[config.mk]
export PLATFORM = sky130hd
export DESIGN_NAME = midi_cc_learn_router_top
export DESIGN_NICKNAME = d
export VERILOG_FILES = /design/src/design/mccl_pkg.sv /design/src/design/midi_cc_learn_router_top.sv /design/src/design/mccl_core.sv
export VERILOG_INCLUDE_DIRS = /design/src /design/src/design
export SDC_FILE = /design/constraint.sdc
export NUM_CORES = 1
export LEC_CHECK = 0
export BUFFER_PORTS_ARGS = -buffer_cell sky130_fd_sc_hd__buf_2
export CORE_MARGIN = 2
export CORE_UTILIZATION = 27
export CTS_CLUSTER_DIAMETER = 30
export DETAILED_ROUTE_END_ITERATION = 16
export PLACE_DENSITY = 0.47
export SETUP_SLACK_MARGIN = 0.02
export SLEW_MARGIN = 25
export SYNTH_ARGS = -nofsm -noshare
export SYNTH_HDL_FRONTEND = slang
export SYNTH_HIERARCHICAL = 1
export SYNTH_SLANG_ARGS = --single-unit
export TNS_END_PERCENT = 50
[constraint.sdc]
create_clock -name clock -period 2.7 [get_ports clock]
set_clock_uncertainty 0.1 [all_clocks]
set_input_delay 0.135 -clock clock [delete_from_list [all_inputs] [get_ports clock]]
set_output_delay 0.135 -clock clock [all_outputs]
set_load 0.01 [all_outputs]
[src/design/midi_cc_learn_router_top_macros.svh]
// ---------------------------------------------------------------------------
// midi_cc_learn_router_top_macros
// Assertion macros for the learn router.
// ---------------------------------------------------------------------------
`ifndef MIDI_CC_LEARN_ROUTER_TOP_MACROS_SVH
`define MIDI_CC_LEARN_ROUTER_TOP_MACROS_SVH

// same-cycle implication
`define MCCL_ASSERT_NOW(label, clk, rst, ante, cons, msg) \
   label: assert property (@(posedge clk) disable iff (rst) (ante) |-> (cons)) \
      else $error(msg);

// next-cycle implication
`define MCCL_ASSERT_NEXT(label, clk, rst, ante, cons, msg) \
   label: assert property (@(posedge clk) disable iff (rst) (ante) |=> (cons)) \
      else $error(msg);

`endif

[src/design/mccl_pkg.sv]
// ---------------------------------------------------------------------------
// mccl_pkg
// Types and constants shared by the MIDI CC learn router.
// ---------------------------------------------------------------------------
package mccl_pkg;

   localparam int PARAM_COUNT = 7;
   localparam int MODE_COUNT  = 12;
   localparam int MATCH_COUNT = (PARAM_COUNT < 7) ? PARAM_COUNT : 7;
   localparam int TARGET_WIDTH = 3;

   localparam logic [2:0] CMD_CC       = 3'd0;
   localparam logic [2:0] CMD_PROGRAM  = 3'd1;
   localparam logic [2:0] CMD_REALTIME = 3'd2;
   localparam logic [2:0] CMD_LEARN    = 3'd3;

   localparam logic [2:0] KIND_NONE    = 3'd0;
   localparam logic [2:0] KIND_UPDATE  = 3'd1;
   localparam logic [2:0] KIND_LEARNED = 3'd2;
   localparam logic [2:0] KIND_PROGRAM = 3'd3;
   localparam logic [2:0] KIND_TICK    = 3'd4;
   localparam logic [2:0] KIND_STOP    = 3'd5;

   localparam logic [7:0] RT_CLOCK = 8'hF8;
   localparam logic [7:0] RT_STOP  = 8'hFC;

   localparam logic [7:0] DEFAULT_CC [16] = '{
      8'd14, 8'd15, 8'd16, 8'd17, 8'd18, 8'd19, 8'd20, 8'd21,
      8'd22, 8'd23, 8'd24, 8'd25, 8'd26, 8'd27, 8'd28, 8'd29
   };

   typedef struct packed {
      logic [2:0] command;
      logic [7:0] data_first;
      logic [6:0] data_second;
      logic [3:0] learn_slot;
   } req_type;

   typedef struct packed {
      logic [2:0] result_kind;
      logic [6:0] match_mask;
      logic [6:0] cc_value;
      logic [3:0] program_number;
      logic       learn_pending;
   } rsp_type;

endpackage

[src/design/midi_cc_learn_router_top.sv]
// ---------------------------------------------------------------------------
// midi_cc_learn_router_top
// MIDI event router with CC learn: input register, decode, result register.
// ---------------------------------------------------------------------------
//  channel | ports                              | moves
//  req     | req_valid req_ready req_payload    | one decoded MIDI event
//  rsp     | rsp_valid rsp_ready rsp_payload    | one result per event
//
// One transfer per cycle sustained while rsp is not stalled; a req passes the input
// register, the single decode pass and the result register before it reaches rsp.
// Reset clears both stages, the learn state and restores the default map.
// A stalled rsp holds the result; req keeps flowing while a stage is free.
// ---------------------------------------------------------------------------
`include "midi_cc_learn_router_top_macros.svh"

module midi_cc_learn_router_top (
   input  logic              clock,
   input  logic              reset,
   input  logic              req_valid,
   output logic              req_ready,
   input  mccl_pkg::req_type req_payload,
   output logic              rsp_valid,
   input  logic              rsp_ready,
   output mccl_pkg::rsp_type rsp_payload
);
   import mccl_pkg::*;

   logic    in_vld_ff;
   req_type in_ff;
   logic    out_vld_ff;
   rsp_type out_ff;
   rsp_type core_rsp;
   logic    move;

   assign move      = in_vld_ff && (!out_vld_ff || rsp_ready);
   assign req_ready = !in_vld_ff || move;
   assign rsp_valid = out_vld_ff;
   assign rsp_payload = out_ff;

   mccl_core u_core (
      .clock  (clock),
      .reset  (reset),
      .fire   (move),
      .item   (in_ff),
      .result (core_rsp)
   );

   always_ff @(posedge clock) begin
      if (reset) begin
         in_vld_ff <= 1'b0;
      end else if (req_ready) begin
         in_vld_ff <= req_valid;
      end
   end

   always_ff @(posedge clock) begin
      if (req_valid && req_ready) begin
         in_ff <= req_payload;
      end
   end

   always_ff @(posedge clock) begin
      if (reset) begin
         out_vld_ff <= 1'b0;
      end else if (move) begin
         out_vld_ff <= 1'b1;
      end else if (rsp_ready) begin
         out_vld_ff <= 1'b0;
      end
   end

   always_ff @(posedge clock) begin
      if (move) begin
         out_ff <= core_rsp;
      end
   end

   `MCCL_ASSERT_NEXT(a_move_shows, clock, reset, move, rsp_valid, "moved event not presented")

   `MCCL_ASSERT_NEXT(a_in_hold, clock, reset, in_vld_ff && !move, in_vld_ff && $stable(in_ff), "held event lost")

   `MCCL_ASSERT_NOW(a_update_fields, clock, reset, rsp_valid && rsp_payload.result_kind != KIND_UPDATE, rsp_payload.match_mask == '0 && rsp_payload.cc_value == '0, "update fields set on other kind")

   `MCCL_ASSERT_NOW(a_learned_clears, clock, reset, rsp_valid && rsp_payload.result_kind == KIND_LEARNED, !rsp_payload.learn_pending, "learn still armed after mapping")

endmodule

[src/design/mccl_core.sv]
// ---------------------------------------------------------------------------
// mccl_core
// Slot map, learn state and combinational event decode.
// ---------------------------------------------------------------------------
module mccl_core (
   input  logic             clock,
   input  logic             reset,
   input  logic             fire,
   input  mccl_pkg::req_type item,
   output mccl_pkg::rsp_type result
);
   import mccl_pkg::*;

   logic [7:0]              map_ff [PARAM_COUNT];
   logic [7:0]              map_in [PARAM_COUNT];
   logic                    armed_ff;
   logic                    armed_in;
   logic [TARGET_WIDTH-1:0] target_ff;
   logic [TARGET_WIDTH-1:0] target_in;
   logic [6:0]              hit;

   always_comb begin
      hit = '0;
      for (int i = 0; i < MATCH_COUNT; i++) begin
         hit[i] = (map_ff[i] == item.data_first);
      end
   end

   always_comb begin
      map_in    = map_ff;
      armed_in  = armed_ff;
      target_in = target_ff;
      result    = '0;
      case (item.command)
         CMD_CC: begin
            if (armed_ff) begin
               map_in[target_ff]  = item.data_first;
               armed_in           = 1'b0;
               target_in          = '0;
               result.result_kind = KIND_LEARNED;
            end else if (|hit) begin
               result.result_kind = KIND_UPDATE;
               result.match_mask  = hit;
               result.cc_value    = item.data_second;
            end
         end
         CMD_PROGRAM: begin
            if (item.data_first < 8'(MODE_COUNT)) begin
               result.result_kind    = KIND_PROGRAM;
               result.program_number = item.data_first[3:0];
            end
         end
         CMD_REALTIME: begin
            if (item.data_first == RT_CLOCK) begin
               result.result_kind = KIND_TICK;
            end else if (item.data_first == RT_STOP) begin
               result.result_kind = KIND_STOP;
            end
         end
         CMD_LEARN: begin
            if ({1'b0, item.learn_slot} < 5'(PARAM_COUNT)) begin
               armed_in  = 1'b1;
               target_in = item.learn_slot[TARGET_WIDTH-1:0];
            end else begin
               armed_in  = 1'b0;
               target_in = '0;
            end
         end
         default: begin
         end
      endcase
      result.learn_pending = armed_in;
   end

   always_ff @(posedge clock) begin
      if (reset) begin
         armed_ff  <= 1'b0;
         target_ff <= '0;
         for (int i = 0; i < PARAM_COUNT; i++) begin
            map_ff[i] <= DEFAULT_CC[i % 16];
         end
      end else if (fire) begin
         armed_ff  <= armed_in;
         target_ff <= target_in;
         map_ff    <= map_in;
      end
   end

endmodule
==> impl_metrics.toml <==
[min_path]
hp-class = "input port to flip-flop"

[routing]
vias = 3081
top_layer = "met4"
met2_length_um = 5020
routed_wl_um = 10600
drt-wirelength-per-cell_um = 14.9
drt_iter0_markers = 142
firstDrtPassIters = 4
drt-met1-wl_um = 4970
via_per_inst = 4.36
drc = 0
met3RoutedLength_um = 339
drtAntennaViolNets = 0

[setup_path]
slowest_stage = "edfxtp_1"
crit_type = "flip-flop to flip-flop"
crit_fanout = 17
cp.buffers_inverters = 0
critPathArrivalTime_ns = 2.41
cp-end-kind = "flip-flop"
crit_family = "simple AND/OR/NAND/NOR gates"
critPathMaxStageDelay_ns = 0.85
path_cells = "xnor2_1, nand4_1, nor2_1, nor3_1, a211oi_1"
critPathLaunchType = "flip-flop"
required_ns = 2.67

[yosys]
netlist-cell-type-count = 40
yosysTopAreaCell = "edfxtp_1"
synth-seq-area-share_pct = 54.6
synth_most_common_cell = "dfxtp_1"
syn-num-nets = 436
syn-cell-area_um2 = 4690
dominantRegCellSynth = "dfxtp_1"
ys_top_cells_by_count = "dfxtp_1, nor2_1, xnor2_1"
syn_avg_cell_area_um2 = 11.4
async_reset_ff_share_pct = 0
synth_warnings = 6
ys_ff_latch = 106
synth_edf_count = 44
synthTopCellsByArea = "edfxtp_1, dfxtp_1, xnor2_1"
syn_inst = 410
synth_top_area_share_pct = 28.2

[layout]
final_util_pct = 33.4
area_growth_pct = 22.0
final_layout_size_suffix_gt1_share_pct = 18.5
nNetsFinal = 503
antenna_cells = 0
finalNonFillerCells = 707

[placed_design]
hpwl_um = 7320
routabilityCongestion = 0.752
numPortBuffers = 49
preCtsSetupSlack_ns = 0.266
place_inst = 666

[floorplanning]
coreArea_um2 = 17100
ios = 50
row_count = 48
die_area_um2 = 18400
start_util_pct = 27.4
dieHeight_um = 136
dieWidth_um = 136

[run]
maxCapViolations = 0

[clock_network]
cts_setup_buffers = 0
path_clk_slew_ns = 0.07
cts_inserted_buffers = 9
cts.sinks = 106
clk_path_buf_depth = 2
cts-resized-gates = 0
cts_tree = "built"
clock_latency_ns = 0.35
htreeDepth = 3
ctsRootBufferMaster = "clkbuf_16"

[power_and_ir_drop]
p_leak_nw = 2.14
p_total_mw = 3.45
power_density_nw_per_um2 = 603
peakVddDrop_mv = 0.381

[timing]
timing.final.crit_share_pct = 90.5
finalWorstSetupSlack_ns = 0.257
fmax_mhz = 409
final_max_slew_viol_count = 0
setup_viol = 0
fin_setup_tns_ns = 0
rsz0062_at_grt = "no"
worst_pin_slew_ns = 0.849
period_needed_ns = 2.44
relSlewSlack_pct = 43.4
hold_viol_final = 0

[grt]
antenna_found_initial = 0
grt_max_degree = 43
grt.overflow.total = 0
grt_pass1_vias = 3070
grt_usage_pct = 12.2
grt_pass1_wl_um = 16700

[outcome]
status = "finished clean"
==> timing repair <==
item / CTS / global route
endpoints found under the setup margin: 0 / 0
hold buffers: 25 / 0
endpoints found under the hold margin: 24 / 0
==> power breakdown <==
group / switching, mW / total [mW] / internal [mW]
combinational: 0.101 / 0.199 / 0.0983
sequential: 0.0460 / 1.75 / 1.70
clock: 0.591 / 1.50 / 0.912
total: 0.738 / 3.45 / 2.71
==> state kept, by name, summed over array words and instances, names as in the netlist <==
signal,count
u_core/armed_ff,1
rsp_valid,1
in_ff,22
u_core/target_ff,3
in_vld_ff,1
rsp_payload,22
u_core/map_ff,56
==> through the flow <==
step / instance area (um^2) / hold slack (ns)
finish: 5720 / 0.276
CTS: 5720 / 0.292
global placement: 5130 / 0.214
detailed placement: 5130 / 0.214
floorplan: 4690 / 0.0974
global route: 5720 / 0.308
==> cell usage in the layout, fill, tap and decap left out, types with 2 or more instances in the layout <==
cell and n:
a21o_1 3, o21ai_0 3, dfxtp_1 62, nand2_1 12
a21oi_1 3, nor2b_1 8, nand2b_1 4, buf_4 12
o211ai_1 2, a211oi_1 7, clkbuf_16 9, nor2_1 56
bufinv_16 3, edfxtp_1 44, mux2i_1 45, a22oi_1 3
nand3b_1 2, nor3_4 2, nor4_1 2, a211o_1 10
xnor2_1 56, inv_6 2, inv_1 13, buf_2 49
nor3b_2 2, and4_1 2, dlygate4sd3_1 25, and2_1 4
nand4_1 14, nor3_1 9
==> final cells by class <==
cell class	instances	area (um^2)
clock buffers	10	229
clock inverters	6	113
fillers	1770	11400
inverters	13	48.8
multi-input cells	261	1900
flip-flops and latches	106	2560
well taps	225	282
repair buffers	86	586
==> worst paths after layout <==
check                                  startpoint                 to  slack [ns]  cells past startpoint
worst max-delay path                    in_ff[14]     rsp_payload[8]        0.26                      5
worst min-delay path                        reset  u_core/map_ff[45]        0.28                      2
worst max register to register          in_ff[14]     rsp_payload[8]        0.26                      5
worst min register to register  u_core/map_ff[24]  u_core/map_ff[24]        0.39                      1
==> logic make-up after synthesis <==
kind of cell	share of synthesized area, %
XOR/XNOR	10.5
AND/OR/NAND/NOR	15.2
AO/OA/AOI/OAI	5.28
flip-flops	54.6
buffers and inverters	4.80
multiplexers	9.61
==> metal layers <==
metal  track usage (%)  up-vias
met5                 0        -
met2              19.9       53
met4              6.08        0
li1                  -     1546
met1              15.5     1470
met3              2.39       12
Note: power is estimated with default switching activity, not from simulation.
